**config.mk**
```make
export PLATFORM = sky130hd
export DESIGN_NAME = mdfc_ram
export DESIGN_NICKNAME = d
export VERILOG_FILES = /design/src/sv/mdfc_ram.sv
export SDC_FILE = /design/constraint.sdc
export NUM_CORES = 1
export LEC_CHECK = 0
export ABC_CLOCK_PERIOD_IN_PS = 4700
export BUFFER_PORTS_ARGS = -buffer_cell sky130_fd_sc_hd__buf_2
export CORE_MARGIN = 1
export CORE_UTILIZATION = 45
export CTS_BUF_LIST = sky130_fd_sc_hd__clkbuf_4
export CTS_CLUSTER_DIAMETER = 30
export DETAILED_ROUTE_END_ITERATION = 12
export GPL_ROUTABILITY_DRIVEN = 0
export PLACE_DENSITY = 0.72
export SYNTH_ARGS = -nofsm -noshare
export SYNTH_HDL_FRONTEND = slang
export SYNTH_SLANG_ARGS = --single-unit
```
**constraint.sdc**
```tcl
create_clock -name clk -period 4.7 [get_ports clk]
set_input_delay 0.94 -clock clk [delete_from_list [all_inputs] [get_ports clk]]
set_output_delay 0.94 -clock clk [all_outputs]
set_load 0.03 [all_outputs]
```
**src/sv/mdfc_ram.sv**
```systemverilog
// Generic single-write, single-read RAM with registered read data.
module mdfc_ram #(
  parameter int unsigned WIDTH = 8,
  parameter int unsigned DEPTH = 16
) (
  input  logic                                       clk,
  input  logic                                       we,
  input  logic [((DEPTH > 1) ? $clog2(DEPTH) : 1)-1:0] waddr,
  input  logic [WIDTH-1:0]                           wdata,
  input  logic [((DEPTH > 1) ? $clog2(DEPTH) : 1)-1:0] raddr,
  output logic [WIDTH-1:0]                           rdata
);

  logic [WIDTH-1:0] mem [DEPTH];
  logic [WIDTH-1:0] rdata_r;

  // write port
  always_ff @(posedge clk) begin
    if (we) begin
      mem[waddr] <= wdata;
    end
  end

  // registered read port
  always_ff @(posedge clk) begin
    rdata_r <= mem[raddr];
  end

  assign rdata = rdata_r;

endmodule

```
# Yosys cells after proc, flatten, opt, wreduce, memory -nomap -nowiden
# Memories as Yosys holds them, arrays and structs flattened. A register that Yosys moved wholly into a read port is not among the register bits.
# Cells that the tools add are included.
# W data, S select, Z words.
word_totals:
  inputBits: 18
  elab_cells: 3
  mem_bits_rw: 128
  latchBits: 0
  mem_count: 1
  out_inout_bits: 8
  regBits: 0
  mem_bits_ro: 0
classes:
  div_mod_pow: 0
  shift: 0
  reduce_logical: 0
  eq_ne: 0
  muxes: 2
  n_lt_le_gt_ge: 0
  multipliers: 0
  addsub: 0
  bitwise: 0
mem_list:
  columns: ["memory", "words", "word_bits", "read_ports", "rd_ports_with_merged_regs", "wr", "line_no", "text"]
  rows:
  - ["mem", 16, 8, 1, 1, 1, "14", "logic [WIDTH-1:0] mem [DEPTH];"]
ops:
  columns: ["cell", "n"]
  rows:
  - ["$mux W1", 2]

# Logic depth before layout (Yosys ltp)
# Gate-level depths: netlist (run 1).
logic_depth:
  word_depth: 2
  mapped_depth: 5
  mapped_depth_nobuf: 3

# Worst setup path after synthesis (run 1)
# OpenSTA, ideal clock, no wires.
synth_path:
  path_type: "in2reg"
  from: "input port waddr[2] in the netlist's numbering"
  to: "memory mem[0][0], enable pin"
  slack_ns: 2.267
  n_path_buf: 0
  arrival_time_ns: 2.050
  setup_time_ns: 0.383
  required_time_ns: 4.317
  cell_stages: 2
  cell_sequence: "or3b_2 nor3_1"
synth_lines:
  columns: ["element", "line_no", "text"]
  rows:
  - ["start: declaration", "8", "input logic [((DEPTH > 1) ? $clog2(DEPTH) : 1)-1:0] waddr,"]
  - ["end: declaration", "14", null]
# No word-level cell before the write port.

# Worst setup path after layout (run 1)
layout_path:
  from: "input port waddr[2] in the netlist's numbering"
  to: "memory mem[0][1], enable pin"
# No word-level cell before the write port.

==> metrics, run 1 <==
router iterations before antenna repair=4; post-synthesis instance area=0.00515 mm²; final count of negative-setup-slack endpoints=0; Hold Worst Slack=0.669 ns; post-synth top area share=0.747; clock power share=0.385; topmost layer with routed signal wires=met4; transition time at the pin with the least slew margin=1.24 ns; Netlist cell types=19; GRT overflow=0; fmax=416 MHz; RSZ-0062 raised after global routing=no; row count=38; cell count after synthesis=229; met3 wirelength from detailed routing=646 µm; final hold violation count=0; buffer depth of the longest clock path=2; insertion delay of the later-clocked pin in the worst-skew pair=0.50 ns; Worst slew margin=0.165; nets=283; reported leakage power=1.90 nW; Final Critical Period=2.40 ns; fraction of final layout cells sized beyond drive strength 1=0.273; antenna viol nets, final=0; largest net degree at the start of global routing=33; Port Buf Inserts=25; Min-Delay Path Class=reg2reg; number of antenna violations at the first check in global routing=1; H-Tree Level Count=4; area occupied by multi-input gates=0.00106 mm²; total routed wire length on the met1 layer=3740 µm; Worst Setup Start Kind=primary input; met2 layer wire length in the routed design=4610 µm; worst stage delay on the critical path=0.96 ns; Comb power frac=0.053; switch share=0.202; starting density of the core=0.469; proportion of synthesized chip area in sequential cells=0.778; average size of a mapped cell=22.5 µm²; biggest area consumer among synthesized cells=sky130_fd_sc_hd__edfxtp_1; result of the run=finished clean; TritonCTS clock tree=built; number of I/O pins=26; total buffers and inverters traversed by the critical path=1; Worst Setup Path Type=in2reg; Filler Cells Inserted=852; width of the die=109 µm; total of hold buffers inserted after clock tree synthesis=0; number of global-route vias before repair=2,330; post-route fraction of the period consumed by the critical path=0.512; Critical Path, Cell by Cell=buf_2 -> or3b_2 -> nor3_1; critical path peak fanout=8; Post-Synthesis Net Count=247; Post-Route Skew=0.00948 ns; cell area power density=422 mW/mm²; crit path DAT=2.52 ns; Root Buffer Master=sky130_fd_sc_hd__clkbuf_4; vias per cell=5.52; Int Power=0.00193 W; total CTS buffers=17; DRT Wirelength=9040 µm; buffer count from post-CTS setup fixing=0; wire length of the first global-routing pass=13,600 µm; residual DRC count=0; post-synthesis sequential element count=136; Req. time, crit path=4.82 ns; number of max-cap violations=0; Sequential cell area=0.00400 mm²; cell at the slowest stage of the critical path=sky130_fd_sc_hd__nor3_1; total count of max-transition violations in the final report=0; sum of internal, switching and leakage power=0.00242 W; sequential group share of total power=0.562; quantity of gates resized following cts=0; utilization of the core after routing=0.523; gr usage total=0.172; final HPWL from detailed placement=5460 µm; Layout Area Growth over Synthesis=11.6%; Iter 0 DRT Violations=149; cell types occupying the most area after synthesis=sky130_fd_sc_hd__edfxtp_1 (75%), sky130_fd_sc_hd__mux4_2 (7.9%), sky130_fd_sc_hd__mux4_1 (7.1%); Synth warnings=0; average wire per cell in the routed design=21.6 µm; Worst IR Drop VDD=156 µV; TritonCTS sink count=136; Die H=109 µm; cell class contributing the biggest share of worst-path delay=simple AND/OR/NAND/NOR gates; Setup crit end kind=flip-flop; net load switching power=0.000490 W; Placeable Area=0.0110 mm²; clock-pin slew reported for the worst setup and hold paths after clock tree synthesis=0.11 ns; Total Neg Setup Slack=0 ns; Die Footprint=0.0119 mm²; via total after detailed routing=2,312
## area by class of cell
type                       instances  share of cell area
timing repair buffer              27              0.0244
clock buffer                      18              0.0235
tap                              140              0.0305
multi-input combinational         83               0.185
sequential                       136               0.697
antenna                            1            0.000435
clock inverter                    14              0.0396
## state kept, by name, summed over array words and instances, names as in the netlist
signal and cells:
mem 128, rdata 8
## per-layer routing
layer | GRT usage | vias up
met3 | 0.0472 | 2
met1 | 0.227 | 1178
met5 | 0 | -
met4 | 0.0753 | 0
li1 | - | 1046
met2 | 0.268 | 86
## cells by family after synthesis
| group | synth area share |
|---|---|
| buf+inv | 0.0168 |
| compound gates | 0.0233 |
| flops | 0.778 |
| mux | 0.150 |
| simple gates | 0.0318 |
## final timing paths
check                                 end       from  slack (ns)  cells past startpoint
worst min-delay path             rdata[2]  mem[4][2]        0.67                      3
worst max-delay path            mem[0][1]   waddr[2]        2.30                      3
worst max register to register   rdata[1]  mem[5][1]        3.32                      3
worst min register to register   rdata[2]  mem[4][2]        0.67                      3
## stage by stage
step	std cells	cell area (µm²)	worst slack [ns]
final	419	5750	2.30
after detailed placement	386	5380	1.71
after CTS	418	5740	2.29
after global placement	386	5380	1.76
after floorplan	229	5150	2.27
after global routing	419	5750	2.21
## placed cells by master, fill, tap and decap left out, drive strengths merged
cell type | Yosys | routed
a22oi | 16 | 16
and2 | 1 | 1
and2b | 1 | 1
buf | 7 | 27
bufinv | 0 | 6
clkbuf | 0 | 18
clkinv | 0 | 7
dfxtp | 8 | 8
diode | 0 | 1
edfxtp | 128 | 128
inv | 0 | 1
mux4 | 32 | 32
nand2 | 9 | 9
nand2b | 2 | 2
nand3 | 1 | 1
nand3b | 2 | 2
nor2 | 13 | 13
nor2b | 1 | 1
nor3 | 4 | 4
or3b | 1 | 1
## worst min-delay path: stages, from the launching register on
cell and delay (ns):
sky130_fd_sc_hd__edfxtp_1 0.33, sky130_fd_sc_hd__mux4_1 0.21, sky130_fd_sc_hd__a22oi_1 0.06, sky130_fd_sc_hd__nand2_1 0.06
## Yosys cell counts
cell	instances
sky130_fd_sc_hd__nand2_1	9
sky130_fd_sc_hd__a22oi_1	16
sky130_fd_sc_hd__and2b_1	1
sky130_fd_sc_hd__nand2b_1	2
sky130_fd_sc_hd__nor2_1	13
sky130_fd_sc_hd__nand3b_1	2
sky130_fd_sc_hd__mux4_2	18
sky130_fd_sc_hd__buf_2	3
sky130_fd_sc_hd__nor2b_1	1
sky130_fd_sc_hd__buf_6	3
sky130_fd_sc_hd__edfxtp_1	128
sky130_fd_sc_hd__nand3_1	1
sky130_fd_sc_hd__or3b_2	1
sky130_fd_sc_hd__and2_1	1
sky130_fd_sc_hd__nor3_1	4
sky130_fd_sc_hd__buf_4	1
sky130_fd_sc_hd__mux4_1	14
sky130_fd_sc_hd__clkdlybuf4s25_2	3
sky130_fd_sc_hd__dfxtp_1	8
## power groups by stage
stage	logic [W]	clock network, W	registers [W]
2_1_floorplan	0.0000688	0	0.00140
3_5_place_dp	0.000132	0	0.00139
5_1_grt	0.000141	0.000995	0.00136
6_report	0.000130	0.000933	0.00136
3_3_place_gp	0.000129	0	0.00139
4_1_cts	0.000132	0.000947	0.00136
Power figures use the tool's default switching activity.
==> inputs of run 2 (changes only) <==
--- a/config.mk
+++ b/config.mk
@@ -5,7 +5,8 @@
 export SDC_FILE = /design/constraint.sdc
 export NUM_CORES = 1
 export LEC_CHECK = 0
-export ABC_CLOCK_PERIOD_IN_PS = 4700
+export ABC_AREA = 1
+export ABC_CLOCK_PERIOD_IN_PS = 2300
 export BUFFER_PORTS_ARGS = -buffer_cell sky130_fd_sc_hd__buf_2
 export CORE_MARGIN = 1
 export CORE_UTILIZATION = 45
@@ -13,7 +14,7 @@
 export CTS_CLUSTER_DIAMETER = 30
 export DETAILED_ROUTE_END_ITERATION = 12
 export GPL_ROUTABILITY_DRIVEN = 0
-export PLACE_DENSITY = 0.72
+export PLACE_DENSITY = 0.71
 export SYNTH_ARGS = -nofsm -noshare
 export SYNTH_HDL_FRONTEND = slang
 export SYNTH_SLANG_ARGS = --single-unit
==> constraint.sdc (replaced) <==
create_clock -name clk -period 2.3 [get_ports clk]
set_input_delay 0.46 -clock clk [delete_from_list [all_inputs] [get_ports clk]]
set_output_delay 0.46 -clock clk [all_outputs]
set_load 0.03 [all_outputs]
==> run 2 against run 1 <==
Synthesized cell count is 140% higher. Non-clock buffer count grew 10. Count of clock-buffer cells in the layout is 2 higher. Die area is 12% higher. Core utilization down 0.73 points. Hold slack got worse by 0.37 ns. Critical path type is now reg2out. Largest power group unchanged.
==> metrics, run 2 <==
wire length of the first global-routing pass=19,900 µm; fmax=635 MHz; clock-pin slew reported for the worst setup and hold paths after clock tree synthesis=0.11 ns; Worst Setup Start Kind=flip-flop; most used standard cell by instance count after synthesis=sky130_fd_sc_hd__nand2_1; final hold violation count=0; post-synthesis instance area=0.00577 mm²; R2R setup slack=1.21 ns; result of the run=finished clean; Layout Area Growth over Synthesis=9.70%; Worst IR Drop VDD=476 µV; Synth warnings=0; terminus of the critical flop-to-flop path=rdata[0]; average wire per cell in the routed design=16.6 µm; sequential group share of total power=0.584; width of the die=115 µm; gr usage total=0.208; quantity of gates resized following cts=0; Primary FF master, synth=sky130_fd_sc_hd__edfxtp_1; final HPWL from detailed placement=8110 µm; cell class contributing the biggest share of worst-path delay=flip-flops; number of enable flip-flop cells after synthesis=128; cell count after synthesis=551; starting density of the core=0.470; Iter 0 DRT Violations=277; Min-Delay Path Class=in2reg; total routed wire length on the met1 layer=5090 µm; antenna viol nets, final=0; post-synth top area share=0.667; Post-Synthesis Net Count=569; fraction of final layout cells sized beyond drive strength 1=0.116; topmost layer with routed signal wires=met4; Root Buffer Master=sky130_fd_sc_hd__clkbuf_4; total buffers and inverters traversed by the critical path=1; number of diodes added for antenna fixing=0; residual DRC count=0; H-Tree Level Count=4; post-route fraction of the period consumed by the critical path=0.685; RSZ-0062 raised after global routing=no; met3 wirelength from detailed routing=938 µm; vias per cell=5.16; Worst slew margin=0.499; cell at the slowest stage of the critical path=sky130_fd_sc_hd__dfxtp_1; number of max-cap violations=0; average size of a mapped cell=10.5 µm²; buffer count from post-CTS setup fixing=0; Die H=115 µm; final count of negative-setup-slack endpoints=0; worst stage delay on the critical path=0.39 ns; post-synthesis sequential element count=136; via total after detailed routing=3,940; transition time at the pin with the least slew margin=0.749 ns; critical path peak fanout=1; router iterations before antenna repair=6; cell area power density=754 mW/mm²; Int Power=0.00365 W; total count of max-transition violations in the final report=0; clock power share=0.341; Comb power frac=0.075; insertion delay of the later-clocked pin in the worst-skew pair=0.50 ns; Worst Setup Path Type=reg2out; Hold Worst Slack=0.303 ns; total of hold buffers inserted after clock tree synthesis=0; Die Footprint=0.0133 mm²; net load switching power=0.00112 W; TritonCTS sink count=136; DRT Wirelength=12,700 µm; share of synthesized flip-flops with an asynchronous set or reset=0; number of global-route vias before repair=3,830; Total Neg Setup Slack=0 ns; cell types occupying the most area after synthesis=sky130_fd_sc_hd__edfxtp_1 (67%), sky130_fd_sc_hd__nand2_1 (11%), sky130_fd_sc_hd__nand3_1 (8.4%); buffer depth of the longest clock path=2; Final Critical Period=1.58 ns; commonest cells after routing, fill and taps aside=sky130_fd_sc_hd__nand2_1 (173), sky130_fd_sc_hd__edfxtp_1 (128), sky130_fd_sc_hd__inv_1 (100), sky130_fd_sc_hd__nand3_1 (97), sky130_fd_sc_hd__buf_2 (25); crit path DAT=1.12 ns; Post-Route Skew=0.0151 ns; Netlist cell types=12; r2r startpoint=mem[13][0]; WHS Endpoint=rdata[4]; reg2reg path depth=6; number of flip-flops in the largest register=128; worst hold path stage count=3; row count=40; nets=601; most common cell after layout, fill and taps aside=sky130_fd_sc_hd__nand2_1; beginning of the worst hold path=raddr[3]; Placeable Area=0.0123 mm²; TritonCTS clock tree=built; GRT overflow=0; switch share=0.235; Critical Path, Cell by Cell=buf_2; total CTS buffers=17; reported leakage power=2.74 nW; met2 layer wire length in the routed design=6320 µm; most common library cells after synthesis=sky130_fd_sc_hd__nand2_1 (173), sky130_fd_sc_hd__edfxtp_1 (128), sky130_fd_sc_hd__inv_1 (100); proportion of synthesized chip area in sequential cells=0.694; largest net degree at the start of global routing=65; Port Buf Inserts=25; number of antenna violations at the first check in global routing=0; Req. time, crit path=1.84 ns; number of I/O pins=26; Setup crit end kind=output pin; register with the highest flop count=mem; biggest area consumer among synthesized cells=sky130_fd_sc_hd__edfxtp_1
run 2: changes by cell type after synthesis, sizes merged, moves of 16 or more:
| cell | previous run | this run |
|---|---|---|
| mux4 | 32 | 0 |
| a22oi | 16 | 0 |
| buf | 7 | 24 |
| nand3 | 1 | 97 |
| nand2 | 9 | 173 |
| inv | 0 | 102 |
run 2: power groups by stage:
stage | clock, W | sequential [W] | combinational [W]
finish | 0.00163 | 0.00279 | 0.000357
global route | 0.00175 | 0.00279 | 0.000392
CTS | 0.00165 | 0.00279 | 0.000355
detailed placement | 0 | 0.00285 | 0.000354
global placement | 0 | 0.00284 | 0.000350
floorplan | 0 | 0.00287 | 0.000195
run 2: per-layer routing:
layer | track usage | vias up
met3 | 0.0453 | 28
li1 | - | 1840
met5 | 0 | -
met1 | 0.267 | 1900
met4 | 0.0892 | 0
met2 | 0.342 | 172
run 2: cell type report:
type                       instances  area, µm²
clock inverter                    12        150
clock buffer                      20        150
inverter                         102        383
timing repair buffer              37        215
sequential                       136       4000
tap                              168        210
multi-input combinational        289       1210
fill                            1076       5940
run 2: worst reg2reg max path, delay by kind of cell (launching register included):
kind          cells  cell delay (ns)
simple gates      5             0.54
flops             1             0.39
buf+inv           1             0.06
run 2: worst max-delay path by stage:
stage	to	cells past startpoint	from	slack [ns]
floorplan	mem[10][0]	2	waddr[2]	0.89
global placement	mem[10][4]	3	waddr[2]	0.48
detailed placement	mem[10][4]	3	waddr[2]	0.41
CTS	rdata[1]	1	rdata[1]	0.68
global route	rdata[1]	1	rdata[1]	0.67
finish	rdata[1]	1	rdata[1]	0.72
run 2: metrics by stage:
stage	std cells	area (µm²)	utilization	power, W	setup slack, ns
global route	764	6330	0.516	0.00493	0.672
CTS	764	6330	0.516	0.00479	0.681
detailed placement	732	6030	0.491	0.00320	0.414
floorplan	551	5770	-	0.00306	0.889
finish	764	6330	0.516	0.00477	0.725
global placement	732	6030	0.491	0.00319	0.485
run 2: kinds of logic after synthesis:
kind of cell,synth area share
AND/OR/NAND/NOR,0.210
flip-flops,0.694
buffers and inverters,0.0952
==> inputs of run 3 (changes only) <==
--- a/config.mk
+++ b/config.mk
@@ -6,7 +6,7 @@
 export NUM_CORES = 1
 export LEC_CHECK = 0
 export ABC_AREA = 1
-export ABC_CLOCK_PERIOD_IN_PS = 2300
+export ABC_CLOCK_PERIOD_IN_PS = 1550
 export BUFFER_PORTS_ARGS = -buffer_cell sky130_fd_sc_hd__buf_2
 export CORE_MARGIN = 1
 export CORE_UTILIZATION = 45
==> constraint.sdc (replaced) <==
create_clock -name clk -period 1.55 [get_ports clk]
set_input_delay 0.31 -clock clk [delete_from_list [all_inputs] [get_ports clk]]
set_output_delay 0.31 -clock clk [all_outputs]
set_load 0.03 [all_outputs]
==> run 3 against run 2 <==
Clock power grew 46%. Sequential share of layout area shrank 1.6 points. Wire length shrank 2.7%. Global-route usage shrank 0.13 points. Clock skew grew 0.0042 ns. First-iteration DRC count grew 25%. Core utilization grew 1.3 points. Non-clock buffer count grew 16. Hold slack lost 0.12 ns. Die area is the same. Critical endpoint is now rdata[3]. Largest power group unchanged.
==> metrics, run 3 (synthesis gave the netlist of run 2 again) <==
number of antenna violations at the first check in global routing=0; Int Power=0.00539 W; Worst IR Drop VDD=597 µV; Port Buf Inserts=25; starting density of the core=0.470; reported leakage power=2.84 nW; Root Buffer Master=sky130_fd_sc_hd__clkbuf_4; Post-Route Skew=0.0193 ns; result of the run=finished clean; Layout Area Growth over Synthesis=12.5%; RSZ-0062 raised after global routing=no; cell class contributing the biggest share of worst-path delay=flip-flops; number of I/O pins=26; fraction of final layout cells sized beyond drive strength 1=0.139; total buffers and inverters traversed by the critical path=1; sequential group share of total power=0.585; clock-pin slew reported for the worst setup and hold paths after clock tree synthesis=0.13 ns; most common cell after layout, fill and taps aside=sky130_fd_sc_hd__nand2_1; row count=40; Worst Setup Path Type=reg2out; Placeable Area=0.0123 mm²; nets=617; antenna viol nets, final=0; final HPWL from detailed placement=7890 µm; H-Tree Level Count=4; DRT Wirelength=12,400 µm; critical path peak fanout=1; register with the highest flop count=mem; Min-Delay Path Class=in2reg; quantity of gates resized following cts=0; total CTS buffers=17; cell at the slowest stage of the critical path=sky130_fd_sc_hd__dfxtp_1; Critical Path, Cell by Cell=buf_2; Comb power frac=0.079; number of diodes added for antenna fixing=0; fmax=705 MHz; final hold violation count=0; Die H=115 µm; post-route fraction of the period consumed by the critical path=0.915; width of the die=115 µm; clock power share=0.337; TritonCTS sink count=136; largest net degree at the start of global routing=39; average wire per cell in the routed design=15.9 µm; total of hold buffers inserted after clock tree synthesis=0; Die Footprint=0.0133 mm²; residual DRC count=0; number of global-route vias before repair=3,803; transition time at the pin with the least slew margin=0.368 ns; insertion delay of the later-clocked pin in the worst-skew pair=0.53 ns; worst stage delay on the critical path=0.38 ns; commonest cells after routing, fill and taps aside=sky130_fd_sc_hd__nand2_1 (173), sky130_fd_sc_hd__edfxtp_1 (128), sky130_fd_sc_hd__inv_1 (100), sky130_fd_sc_hd__nand3_1 (97), sky130_fd_sc_hd__buf_2 (25); final count of negative-setup-slack endpoints=0; switch share=0.237; gr usage total=0.207; vias per cell=4.98; Req. time, crit path=1.24 ns; Final Critical Period=1.42 ns; post-layout worst setup margin=0.131 ns; Setup crit end kind=output pin; Worst slew margin=0.755; worst setup slack after placement=0.169 ns; number of flip-flops in the largest register=128; Worst Setup Start Kind=flip-flop; via total after detailed routing=3,883; number of max-cap violations=0; crit path DAT=1.11 ns; Iter 0 DRT Violations=346; cell area power density=1090 mW/mm²; buffer depth of the longest clock path=2; GRT overflow=0; total count of max-transition violations in the final report=0; buffer count from post-CTS setup fixing=0; Filler Cells Inserted=1,085; TritonCTS clock tree=built; Total Neg Setup Slack=0 ns; net load switching power=0.00167 W; router iterations before antenna repair=5; wire length of the first global-routing pass=19,900 µm
==> run 3: changes by cell type in the layout (fill, tap and decap cells not counted), sizes merged <==
cell    change
inv         -2
buf        +16
clkinv      +3
clkbuf      -2
==> run 3: power by group through the flow <==
stage	Clock [W]	Sequential (W)	Combinational [W]
2_1_floorplan	0	0.00426	0.000290
3_3_place_gp	0	0.00421	0.000542
3_5_place_dp	0	0.00421	0.000556
4_1_cts	0.00241	0.00413	0.000558
5_1_grt	0.00257	0.00414	0.000616
6_report	0.00238	0.00413	0.000556
==> run 3: through the flow <==
step	power, W	hold WS, ns	std cells	area [µm²]	utilization
after floorplan	0.00455	0.409	551	5770	-
after global placement	0.00476	0.662	748	6200	0.505
after detailed placement	0.00477	0.656	748	6200	0.505
after CTS	0.00709	0.164	779	6490	0.529
after global routing	0.00732	0.146	779	6490	0.529
final	0.00706	0.182	779	6490	0.529
==> run 3: worst paths after layout <==
path,slack (ns),cells after the start,end,startpoint
worst min-delay path,0.18,1,mem[1][5],wdata[5]
worst max register to register,0.53,6,rdata[5],mem[1][5]
worst max-delay path,0.13,1,rdata[3],rdata[3]
worst min register to register,0.68,6,rdata[5],mem[13][5]
==> run 3: layer usage <==
| metal | routed length (µm) | vias to the layer above | share of wire | track usage |
|---|---|---|---|---|
| met5 | 0 | - | 0 | 0 |
| met3 | 882 | 12 | 0.071 | 0.0432 |
| met1 | 5370 | 1858 | 0.43 | 0.280 |
| met2 | 6020 | 145 | 0.49 | 0.335 |
| li1 | - | 1868 | - | - |
| met4 | 106 | 0 | 0.0086 | 0.0658 |
==> run 3: area by class of cell <==
cell class / count / area, µm² / share of cell area
inverter: 102 / 383 / 0.0590
timing repair buffer: 53 / 385 / 0.0594
multi-input combinational: 289 / 1210 / 0.187
sequential: 136 / 4000 / 0.617
clock inverter: 13 / 156 / 0.0241
tap: 168 / 210 / 0.0324
clock buffer: 18 / 135 / 0.0208
==> run 3: worst reg2reg max path, cell delays in order, from the launching register on <==
cell and delay (ns):
sky130_fd_sc_hd__edfxtp_1 0.40, sky130_fd_sc_hd__inv_1 0.08, sky130_fd_sc_hd__nand2_1 0.07, sky130_fd_sc_hd__nand3_1 0.10, sky130_fd_sc_hd__nand3_1 0.09, sky130_fd_sc_hd__nand3_1 0.11
sky130_fd_sc_hd__nand2_1 0.08
